`src/design/assert_macros.svh`:
```
// Assertion helpers shared by the RTL. Each one samples on the rising edge
// of clock and is switched off while reset is high.
`ifndef ASSERT_MACROS_SVH
`define ASSERT_MACROS_SVH

// Condition holds at every edge.
`define APGP_ASSERT_ALWAYS(label, cond, msg) \
   label: assert property (@(posedge clock) disable iff (reset) (cond)) else $error(msg);

// Consequence holds in the same cycle as the trigger.
`define APGP_ASSERT_IMPLY(label, ante, cons, msg) \
   label: assert property (@(posedge clock) disable iff (reset) (ante) |-> (cons)) \
      else $error(msg);

// Consequence holds in the cycle after the trigger.
`define APGP_ASSERT_NEXT(label, ante, cons, msg) \
   label: assert property (@(posedge clock) disable iff (reset) (ante) |=> (cons)) \
      else $error(msg);

`endif

```
`src/design/apgp_pkg.sv`:
```
`default_nettype none

package apgp_pkg;

   // Ring geometry
   localparam int BUF_DEPTH = 1024;
   localparam int AddrW     = $clog2(BUF_DEPTH);
   localparam int CntW      = $clog2(BUF_DEPTH + 1);

   // Field and register widths
   localparam int SampleW   = 16;
   localparam int GainW     = 16;
   localparam int GainFracW = 8;
   localparam int QuietW    = 15;
   localparam int PrimeW    = 11;
   localparam int DutyW     = 8;
   localparam int CsrIdxW   = 2;
   localparam int CsrDataW  = 16;
   localparam int CmdW      = 2;

   localparam int ProdW     = SampleW + GainW;
   localparam int XW        = ProdW - GainFracW;
   localparam int CmpW      = (CntW > PrimeW) ? CntW : PrimeW;
   localparam int MulCntW   = $clog2(GainW + 1);

   localparam logic [GainW-1:0]          GAIN_RESET = 16'd256;
   localparam logic signed [SampleW-1:0] SAT_MAX    = 16'sh7FFF;
   localparam logic signed [SampleW-1:0] SAT_MIN    = 16'sh8000;
   localparam logic signed [ProdW-1:0]   ROUND_BIAS = 32'sd255;

   typedef enum logic [CmdW-1:0] {
      CMD_PUSH  = 2'd0,
      CMD_TICK  = 2'd1,
      CMD_CLEAR = 2'd2
   } cmd_type;

   typedef enum logic [CsrIdxW-1:0] {
      CSR_VOLUME_GAIN = 2'd0,
      CSR_QUIET_LEVEL = 2'd1,
      CSR_PRIME_DELAY = 2'd2,
      CSR_DIRECT_MODE = 2'd3
   } csr_idx_type;

   typedef struct packed {
      logic push;
      logic pop;
      logic clear;
   } ring_ctl_type;

endpackage

`default_nettype wire

```
`src/design/apgp_mul.sv`:
```
`default_nettype none

module apgp_mul import apgp_pkg::*; (
   input  logic                      clock,
   input  logic                      reset,
   input  logic                      start,
   input  logic signed [SampleW-1:0] mcand,
   input  logic [GainW-1:0]          mplier,
   output logic                      done,
   output logic signed [ProdW-1:0]   product
);

   logic signed [ProdW-1:0] acc_ff, acc_in;
   logic signed [ProdW-1:0] msh_ff, msh_in;
   logic [GainW-1:0]        gsh_ff, gsh_in;
   logic [MulCntW-1:0]      cnt_ff, cnt_in;
   logic                    busy_ff, busy_in;
   logic                    done_ff, done_in;

   // One multiplier bit per cycle: add the shifted sample where the bit is set
   always_comb begin
      acc_in  = acc_ff;
      msh_in  = msh_ff;
      gsh_in  = gsh_ff;
      cnt_in  = cnt_ff;
      busy_in = busy_ff;
      done_in = 1'b0;
      if (start) begin
         acc_in  = '0;
         msh_in  = ProdW'(mcand);
         gsh_in  = mplier;
         cnt_in  = '0;
         busy_in = 1'b1;
      end else if (busy_ff) begin
         if (gsh_ff[0]) begin
            acc_in = acc_ff + msh_ff;
         end
         msh_in = msh_ff <<< 1;
         gsh_in = gsh_ff >> 1;
         cnt_in = cnt_ff + 1'b1;
         if (cnt_ff == MulCntW'(GainW - 1)) begin
            busy_in = 1'b0;
            done_in = 1'b1;
         end
      end
   end

   always_ff @(posedge clock) begin
      if (reset) begin
         busy_ff <= 1'b0;
         done_ff <= 1'b0;
         cnt_ff  <= '0;
      end else begin
         busy_ff <= busy_in;
         done_ff <= done_in;
         cnt_ff  <= cnt_in;
      end
   end

   always_ff @(posedge clock) begin
      acc_ff <= acc_in;
      msh_ff <= msh_in;
      gsh_ff <= gsh_in;
   end

   assign done    = done_ff;
   assign product = acc_ff;

endmodule

`default_nettype wire

```
`config.mk`:
```
export PLATFORM = sky130hd
export DESIGN_NAME = apgp_mul
export DESIGN_NICKNAME = d
export VERILOG_FILES = /design/src/design/assert_macros.svh /design/src/design/apgp_pkg.sv /design/src/design/apgp_mul.sv
export SDC_FILE = /design/constraint.sdc
export NUM_CORES = 1
export LEC_CHECK = 0
export ABC_CLOCK_PERIOD_IN_PS = 2200
export BUFFER_PORTS_ARGS = -buffer_cell sky130_fd_sc_hd__buf_2
export CAP_MARGIN = 10
export CORE_UTILIZATION = 35
export CTS_CLUSTER_DIAMETER = 100
export DETAILED_ROUTE_END_ITERATION = 8
export HOLD_SLACK_MARGIN = 0.02
export SLEW_MARGIN = 30
export SYNTH_ARGS = -nofsm -noshare
export SYNTH_HDL_FRONTEND = slang
export SYNTH_SLANG_ARGS = --single-unit
```
`constraint.sdc`:
```
create_clock -name clock -period 2.2 [get_ports clock]
set_input_delay 0.44 -clock clock [delete_from_list [all_inputs] [get_ports clock]]
set_output_delay 0.44 -clock clock [all_outputs]
set_load 0.1 [all_outputs]
```
==> insert_results.sql <==
INSERT INTO impl_metrics (metric_group, metric, value, unit) VALUES
('status', 'outcome', 'complete, but fails checks', ''),
('status', 'failed_checks', 'setup timing', ''),
('sta', 'whs', '0.257', 'ns'),
('sta', 'fin_crit_sh', '111', '%'),
('job', 'timing.max_cap.violations', '0', ''),
('global_routing', 'maximum_number_of_pins_on_one_net_before_global_route_repair', '44', ''),
('floorplan', 'start_util', '36.1', '%'),
('detailed_routing', 'initialDrtViolationCount', '169', ''),
('critical_path', 'cpMostUsedCell', 'sky130_fd_sc_hd__o211a_1', ''),
('yosys', 'syn_area', '0.00503', 'mm^2'),
('floorplan', 'placeableCoreArea', '0.0139', 'mm^2'),
('critical_path', 'critical_path.cell_chain', 'ha_4 -> nand2_4 -> o211a_1 -> o211ai_4 -> a31oi_4 -> o31ai_4 -> a21oi_2 -> o211a_1 -> a211o_1', ''),
('finish', 'area_delta_synth_final', '42.4', '%'),
('yosys', 'synth.lib_cells_used.distinct', '55', ''),
('sta', 'hold_viol', '0', ''),
('yosys', 'fraction_of_synthesis_flops_using_an_asynchronous_set_or_reset_pin', '0', '%'),
('critical_path', 'critical-path-max-stage-delay', '0.43', 'ns'),
('finish', 'drive_above_1_share', '44.9', '%'),
('placed_design', 'place_hpwl', '9.46', 'mm'),
('clocking', 'clock_tree.root_cell', 'sky130_fd_sc_hd__clkbuf_16', ''),
('placed_design', 'gp_routability_congestion', '0.908', ''),
('yosys', 'yosys.cell_count.top_type', 'sky130_fd_sc_hd__nand2_1', ''),
('critical_path', 'required', '2.44', 'ns'),
('yosys', 'yosysTopAreaCellShare', '28.6', '%'),
('finish', 'antenna_diode_count', '0', ''),
('sta', 'setup_viol', '17', ''),
('sta', 'clock-skew-final', '0.00804', 'ns'),
('yosys', 'ys_seq_area_share', '44.2', '%'),
('finish', 'num-nets-final', '756', ''),
('power', 'vdd_drop_max', '0.353', 'mV'),
('sta', 'worst_slew_margin_relative_to_its_limit', '58.0', '%'),
('yosys', 'syn-instance-count', '524', ''),
('detailed_routing', 'wirelength', '13.0', 'mm'),
('clocking', 'clk_transition_reported_paths', '0.07', 'ns'),
('sta', 'timing.final.ws_setup', '-0.242', 'ns'),
('clocking', 'numCtsBuffers', '9', ''),
('clocking', 'clock_tree_from_tritoncts', 'done', ''),
('critical_path', 'critPathSlowestCell', 'sky130_fd_sc_hd__edfxtp_1', ''),
('detailed_routing', 'drtPass1Iterations', '6', ''),
('global_routing', 'grt_antenna_before_repair', '0', ''),
('yosys', 'synth_enable_flop_cells', '48', ''),
('finish', 'final_std_cell_area_no_fill', '0.00716', 'mm^2'),
('yosys', 'synthesized_area_per_cell', '9.60', 'um^2'),
('finish', 'layout.core_utilization', '51.4', '%'),
('clocking', 'worstSkewPairLatency', '0.35', 'ns'),
('sta', 'timing.final.crit_period', '2.44', 'ns'),
('critical_path', 'regToRegSetupSlack', '-0.24', 'ns'),
('critical_path', 'timing.critical_path.fanout_max', '4', ''),
('global_routing', 'grt_first_pass_wirelength', '21.6', 'mm'),
('sta', 'totalNegativeSetupSlack', '-2.24', 'ns'),
('hold_path', 'min-delay-path-class', 'input port to flip-flop', ''),
('floorplan', 'core.rowCount', '43', ''),
('clocking', 'cts_max_level', '3', ''),
('critical_path', 'setup.worst_path.class', 'flip-flop to flip-flop', ''),
('global_routing', 'grt_usage', '18.6', '%'),
('power', 'leakagePower', '3.12', 'nW'),
('yosys', 'synthesis.nets', '593', ''),
('sta', 'worst_pin_slew', '0.628', 'ns'),
('clocking', 'cts.sinks', '87', ''),
('floorplan', 'floorplan.die.height', '122', 'um'),
('global_routing', 'grt-ovfl-total', '0', ''),
('yosys', 'synthesis.yosys.warnings', '0', ''),
('power', 'power.density_cell_area', '727', 'mW/mm^2'),
('critical_path', 'timing.critical_path.to_type', 'flip-flop', ''),
('floorplan', 'io-pin-count', '68', ''),
('critical_path', 'crit_path_start_kind', 'flip-flop', ''),
('clocking', 'clock_tree.buffer_depth', '2', ''),
('yosys', 'synth.cells.most_frequent', 'sky130_fd_sc_hd__nand2_1, sky130_fd_sc_hd__a21oi_1, sky130_fd_sc_hd__edfxtp_1', ''),
('detailed_routing', 'dr_total_vias', '4434', ''),
('floorplan', 'die_w', '122', 'um'),
('sta', 'rsz0062_at_grt', 'true', '');
[kinds of logic after synthesis]
logic type	Yosys count	synth area share, %
flops	87	44.2
mux	31	6.91
compound gates	146	18.7
fa+ha+maj	34	8.60
xor+xnor	24	4.18
buf+inv	52	3.88
simple gates	150	13.5
[stage by stage]
step | setup slack [ns] | power (mW) | cells
floorplan | -0.242 | 3.09 | 524
global placement | -0.216 | 3.58 | 835
detailed placement | -0.325 | 3.61 | 835
CTS | -0.220 | 5.20 | 867
global route | -0.350 | 5.48 | 872
finish | -0.242 | 5.21 | 872
[power by group]
part | total [mW] | internal (mW) | switching (mW)
Sequential | 1.99 | 1.88 | 0.107
Clock | 1.46 | 0.778 | 0.687
Combinational | 1.75 | 0.738 | 1.01
Total | 5.21 | 3.40 | 1.81
[critical path, delay by kind of cell, from the launching register on]
kind                     cells  cell delay (ns)
AO/OA/AOI/OAI                7             1.49
flip-flops                   1             0.43
adder cells (fa/ha/maj)      1             0.33
AND/OR/NAND/NOR              1             0.06
[routing by layer]
| layer | up-vias | global-route usage [%] | routed length [um] |
|---|---|---|---|
| met5 | - | 0 | 0 |
| met4 | 0 | 8.49 | 273 |
| met3 | 21 | 3.18 | 487 |
| met2 | 92 | 30.9 | 6320 |
| met1 | 2108 | 23.6 | 5870 |
| li1 | 2213 | - | - |
[area by class of cell]
| cell class | instances | area, um^2 |
|---|---|---|
| timing repair buffer | 174 | 1170 |
| clock buffer | 9 | 225 |
| clock inverter | 7 | 55.1 |
| inverter | 30 | 113 |
| sequential | 87 | 2310 |
| fill | 1241 | 6770 |
| multi-input combinational | 385 | 3060 |
| tap | 180 | 225 |
[registers in the layout, summed over array words and instances (netlist names)]
register	cells
msh_ff	32
done	1
busy_ff	1
gsh_ff	16
cnt_ff	5
product	32
[cells in the final DEF, fill, tap and decap left out, types with 4 or more instances in the layout]
master                      netlist  final
sky130_fd_sc_hd__and3_1           6      6
sky130_fd_sc_hd__or3_1            5      4
sky130_fd_sc_hd__nor2_1          30     29
sky130_fd_sc_hd__nand2_1         66     64
sky130_fd_sc_hd__a21o_1          13     13
sky130_fd_sc_hd__and2_1           4      4
sky130_fd_sc_hd__dfxtp_1         39      9
sky130_fd_sc_hd__nand4_1          8      8
sky130_fd_sc_hd__o21bai_1        13     10
sky130_fd_sc_hd__dfxtp_4          0     22
sky130_fd_sc_hd__nand3_1         12     10
sky130_fd_sc_hd__ha_4             0     16
sky130_fd_sc_hd__ha_1            33     17
sky130_fd_sc_hd__a21oi_2          4     12
sky130_fd_sc_hd__o21ai_2          2      5
sky130_fd_sc_hd__buf_4            0    102
sky130_fd_sc_hd__o21ai_1          2      4
sky130_fd_sc_hd__dfxtp_2          0      8
sky130_fd_sc_hd__xnor2_1         14     11
sky130_fd_sc_hd__edfxtp_1        48     48
sky130_fd_sc_hd__inv_1           30     30
sky130_fd_sc_hd__mux2_2          29     29
sky130_fd_sc_hd__buf_2            0     67
sky130_fd_sc_hd__a21oi_1         51     40
sky130_fd_sc_hd__nor3_1           6      5
sky130_fd_sc_hd__o21ai_0         31     26
sky130_fd_sc_hd__clkbuf_16        0      9
sky130_fd_sc_hd__xor2_1          10     10
[worst paths after layout]
path,startpoint,endpoint,cells after the start
hold / removal,reset,busy_ff,2
setup / recovery,msh_ff[4],product[30],9
hold reg to reg,product[27],product[27],2
setup reg to reg,msh_ff[4],product[30],9
[what timing repair did]
item,4_1_cts,5_1_grt
hold buffers,0,0
pin swaps,29,26
buffers inserted,16,6
resized for setup,31,19
endpoints found under the setup margin,18,24
Note: power is estimated with default switching activity, not from simulation.
